<file path="src/rtl/tqs_pkg.sv">
// Shared types and constants for the textured quad split block.
// No dependencies; used by every module of the block.
package tqs_pkg;

	localparam int COORD_W = 24;
	localparam int KIND_W = 4;
	localparam int QUOT_W = COORD_W;
	localparam int REM_W = COORD_W + 1;
	localparam int PROD_W = REM_W + QUOT_W;
	localparam int DIV_STEP = 3;
	localparam int DIV_STAGES = QUOT_W / DIV_STEP;

	localparam logic CMD_VERT = 1'b0;
	localparam logic CMD_HORIZ = 1'b1;

	typedef logic signed [COORD_W-1:0] coord_t;

	typedef struct packed {
		logic command;
		coord_t split_pos;
		coord_t edge_left;
		coord_t edge_top;
		coord_t edge_right;
		coord_t edge_bottom;
		coord_t tex_left;
		coord_t tex_right;
		coord_t tex_top;
		coord_t tex_bottom;
		logic [KIND_W-1:0] quad_kind;
	} quad_in_t;

	typedef struct packed {
		coord_t out_left;
		coord_t out_top;
		coord_t out_right;
		coord_t out_bottom;
		coord_t out_tex_left;
		coord_t out_tex_right;
		coord_t out_tex_top;
		coord_t out_tex_bottom;
		logic [KIND_W-1:0] out_kind;
		logic last_piece;
	} quad_out_t;

	typedef struct packed {
		quad_in_t quad;
		logic whole;
		logic neg;
	} side_t;

endpackage

</file>
<file path="src/rtl/tqs_div.sv">
// Pipelined unsigned restoring divider, DIV_STEP quotient bits per stage.
// Depends on tqs_pkg for widths.
module tqs_div (
	input logic clk,
	input logic [tqs_pkg::REM_W-1:0] rem_in,
	input logic [tqs_pkg::QUOT_W-1:0] low_in,
	input logic [tqs_pkg::COORD_W-1:0] den_in,
	output logic [tqs_pkg::QUOT_W-1:0] quot
);

	logic [tqs_pkg::REM_W-1:0] rem_st [tqs_pkg::DIV_STAGES+1];
	logic [tqs_pkg::QUOT_W-1:0] n_st [tqs_pkg::DIV_STAGES+1];
	logic [tqs_pkg::COORD_W-1:0] d_st [tqs_pkg::DIV_STAGES+1];

	assign rem_st[0] = rem_in;
	assign n_st[0] = low_in;
	assign d_st[0] = den_in;

	for (genvar s = 0; s < tqs_pkg::DIV_STAGES; s++) begin : g_stage
		logic [tqs_pkg::REM_W-1:0] r_c;
		logic [tqs_pkg::QUOT_W-1:0] n_c;
		always_comb begin
			logic [tqs_pkg::REM_W:0] t;
			logic ge;
			r_c = rem_st[s];
			n_c = n_st[s];
			for (int k = 0; k < tqs_pkg::DIV_STEP; k++) begin
				t = {r_c, n_c[tqs_pkg::QUOT_W-1]};
				ge = t >= {2'b00, d_st[s]};
				if (ge) begin
					t = t - {2'b00, d_st[s]};
				end
				r_c = t[tqs_pkg::REM_W-1:0];
				n_c = {n_c[tqs_pkg::QUOT_W-2:0], ge};
			end
		end
		always_ff @(posedge clk) begin
			rem_st[s+1] <= r_c;
			n_st[s+1] <= n_c;
			d_st[s+1] <= d_st[s];
		end
	end

	assign quot = n_st[tqs_pkg::DIV_STAGES];

endmodule

</file>
<file path="config.mk">
export PLATFORM = sky130hd
export DESIGN_NAME = tqs_div
export DESIGN_NICKNAME = d
export VERILOG_FILES = /design/src/rtl/tqs_pkg.sv /design/src/rtl/tqs_div.sv
export SDC_FILE = /design/constraint.sdc
export NUM_CORES = 2
export LEC_CHECK = 0
export BUFFER_PORTS_ARGS = -buffer_cell sky130_fd_sc_hd__buf_4
export CAP_MARGIN = 20
export CORE_MARGIN = 2
export CORE_UTILIZATION = 29
export CTS_CLUSTER_SIZE = 8
export DETAILED_ROUTE_END_ITERATION = 6
export PLACE_DENSITY_LB_ADDON = 0.15
export SYNTH_ARGS = -nofsm -noshare
export SYNTH_HDL_FRONTEND = slang
export SYNTH_SLANG_ARGS = --single-unit
</file>
<file path="constraint.sdc">
create_clock -name clk -period 11.8 [get_ports clk]
set_input_delay 1.77 -clock clk [delete_from_list [all_inputs] [get_ports clk]]
set_output_delay 1.77 -clock clk [all_outputs]
set_load 0.01 [all_outputs]
</file>
==> impl_metrics.ini <==
[run_status]
status = finished, final reports clean

[clocking]
cts.clk_slew.worst_paths_ns = 0.06
clk_path_buf_depth = 3
cts_hold_buf = 0
htree_num_levels = 3
insertion_delay_ns = 0.69
cts_tree = built
post_cts_resize_count = 0
post_cts_buffers = 0
cts.sinks = 535
clockRootBuffer = clkbuf_16
cts_buffers = 82

[global_routing]
use_met1_pct = 22.4
grt_pass1_vias = 38000
grt.busiest_layer = met2
gr-total-overflow = 0
grt_pass1_wl_um = 217000
met2_usage_pct = 30.3
grt_usage_pct = 17.3
antenna_found_initial = 7
grt_start_max_net_pins = 44
use_met3_pct = 1.95

[worst_setup_path]
path_buf_inv = 5
critPathMaxFanout = 35
path_delay_family = compound AO/OA/AOI/OAI gates
end_kind = flip-flop
path_class = input port to flip-flop
arrival_ns = 11.06
required_ns = 12.37
worstSetupStartpointType = input port
cpPeakStageDelay_ns = 0.53
slowest_stage = o21ba_1

[yosys]
syn_inst = 5464
yosysSeqAreaShare_pct = 23.6
yosys.area.top_type = dfxtp_1
netlist.area_leader.share_pct = 23.6
synth_flop_cell = dfxtp_1
yosysWarnings = 0
synth_edf_count = 0
synth.area.top_cells = dfxtp_1 (24%), ha_1 (16%), xnor2_1 (6.2%)
netlist-cell-type-count = 102
syn-mean-instance-area_um2 = 8.30
async_reset_ff_share_pct = 0
synth_seq_cells = 535
syn_area_mm2 = 0.0454
syn_nets = 6137

[die]
core_area_mm2 = 0.156
die_h_um = 400
fp-row-count = 145
die_area_mm2 = 0.160
dieWidth_um = 400
boundaryPins = 98
initial_core_util_pct = 29.1

[routing]
vias = 39000
vias_per_cell = 5.12
avgRoutedWirePerCell_um = 18.4
antenna_left = 0
drt-pass1-iter-count = 5
drc = 0
wl_um = 140000
drtIter0Drc = 2016

[placed_design]
portBuffers = 97
dp_hpwl_um = 117000
routabilityCongestion = 0.906

[timing]
slew_headroom_pct = 28.4
hold_viol = 0
slew_viol_final = 0
setup-violations-final = 0
max_freq_ghz = 0.0953
rsz0062_at_grt = false
finClkSkew_ns = 0.0430
fin_setup_tns_ns = 0
hold_slack_ns = 0.314
fin_crit_ns = 10.49
worstMarginPinSlew_ns = 1.07
period_share_pct = 88.9

[job]
cap_violations = 0

[cells_and_area]
drive_gt1_share_pct = 9.12
final_nets = 6206
syn2layout_area_growth_pct = 11.6
fill_cells = 16500

[worst_hold_path]
hold_class = flip-flop to flip-flop
-- cell usage in the layout (no fill, tap or decap), types with 30 or more instances in the layout --
cell	synthesis	final
nand2_1	407	407
clkbuf_16	0	82
mux2_2	205	205
o211ai_1	37	37
dfxtp_1	535	535
o21bai_1	76	75
a211oi_1	50	50
ha_1	576	576
nor2b_1	55	55
xor2_1	142	142
a31oi_1	59	59
a21oi_1	486	486
xnor2_1	319	319
a21o_1	230	230
o21ai_0	350	350
nand2b_1	73	73
mux2_1	61	61
buf_4	32	121
nor3_1	93	93
and3_1	31	31
nand3_1	77	77
o21a_1	75	75
nand4_1	92	92
o31ai_1	30	30
inv_1	389	389
mux2i_1	57	57
nor2_1	352	352
-- metal layers --
metal / vias to the layer above / routed length, um / share of wire (%)
li1: 20000 / - / -
met1: 18300 / 65700 / 47
met2: 586 / 67100 / 48
met3: 163 / 4040 / 2.9
met4: 2 / 3620 / 2.6
met5: - / 16 / 0.011
-- cell usage after synthesis, drive strengths merged, types with 14 or more instances --
cell type and number:
xor2 142, and2 26, o21a 75, nor2b 55
xnor2 319, a221oi 18, a21boi 21, fa 23
dfxtp 535, nand2b 73, nor3 93, nor4 22
and4 19, o31ai 30, nand3 79, and3 31
o21bai 76, o211ai 38, ha 576, or2 29
a2111oi 14, buf 57, a21oi 490, a211o 23
a21o 230, inv 393, nand2 408, o221ai 27
a31oi 60, nand4 92, mux2i 58, o21ai 373
a211oi 51, nor2 352, mux2 267, or3 23
clkbuf 79
-- sequential cells by signal, indices dropped and copies added, names as in the netlist --
register / count
quot: 24
rem_st: 175
g_stage.n_c: 147
d_st: 168
n_st: 21
-- through the flow --
step	area (um2)	setup slack (ns)	instances	util (%)
after floorplan	45400	2.20	5464	-
after global placement	48200	0.799	7507	30.9
after detailed placement	48200	0.716	7507	30.9
after CTS	50600	1.41	7618	32.5
after global routing	50600	0.487	7618	32.5
final	50600	1.31	7619	32.5
-- cells by family (layout without fill, tap and decap cells) --
| group | count (synthesis) | count (layout) | synth area share [%] |
|---|---|---|---|
| mux | 325 | 325 | 7.94 |
| flops | 535 | 535 | 23.6 |
| other cells | 0 | 1 | 0 |
| simple gates | 1342 | 1342 | 14.2 |
| fa+ha+maj | 599 | 599 | 16.9 |
| xor+xnor | 462 | 462 | 8.95 |
| compound gates | 1669 | 1669 | 23.6 |
| buf+inv | 532 | 628 | 4.79 |
-- area by class of cell --
cell class / instances / area, um2 / share of cell area, %
flip-flops and latches: 535 / 10700 / 21.2
multi-input cells: 4397 / 32500 / 64.2
well taps: 2058 / 2570 / 5.09
repair buffers: 121 / 908 / 1.79
clock buffers: 96 / 2140 / 4.24
clock inverters: 15 / 270 / 0.534
inverters: 396 / 1490 / 2.94
diodes: 1 / 2.50 / 0.00494
-- worst register-to-register path, delay by kind of cell (launching register included) --
family	cells	cell delay [ns]
flops	1	0.62
fa+ha+maj	3	1.08
simple gates	4	0.81
buf+inv	2	0.54
compound gates	18	5.88
mux	3	1.25
-- final timing paths --
path | start | to | slack (ns) | cells past startpoint
worst min register to register | g_stage[7].n_c[16]$_DFF_P_ | quot[16]$_DFF_P_ | 0.31 | 0
worst max-delay path | low_in[23] | rem_st[178]$_DFF_P_ | 1.31 | 36
worst max register to register | d_st[124]$_DFF_P_ | rem_st[122]$_DFF_P_ | 1.44 | 30
worst min-delay path | g_stage[7].n_c[16]$_DFF_P_ | quot[16]$_DFF_P_ | 0.31 | 0
Power is not shown: default switching activity piles up to over one toggle a cycle in this logic, so the estimate is an artifact.
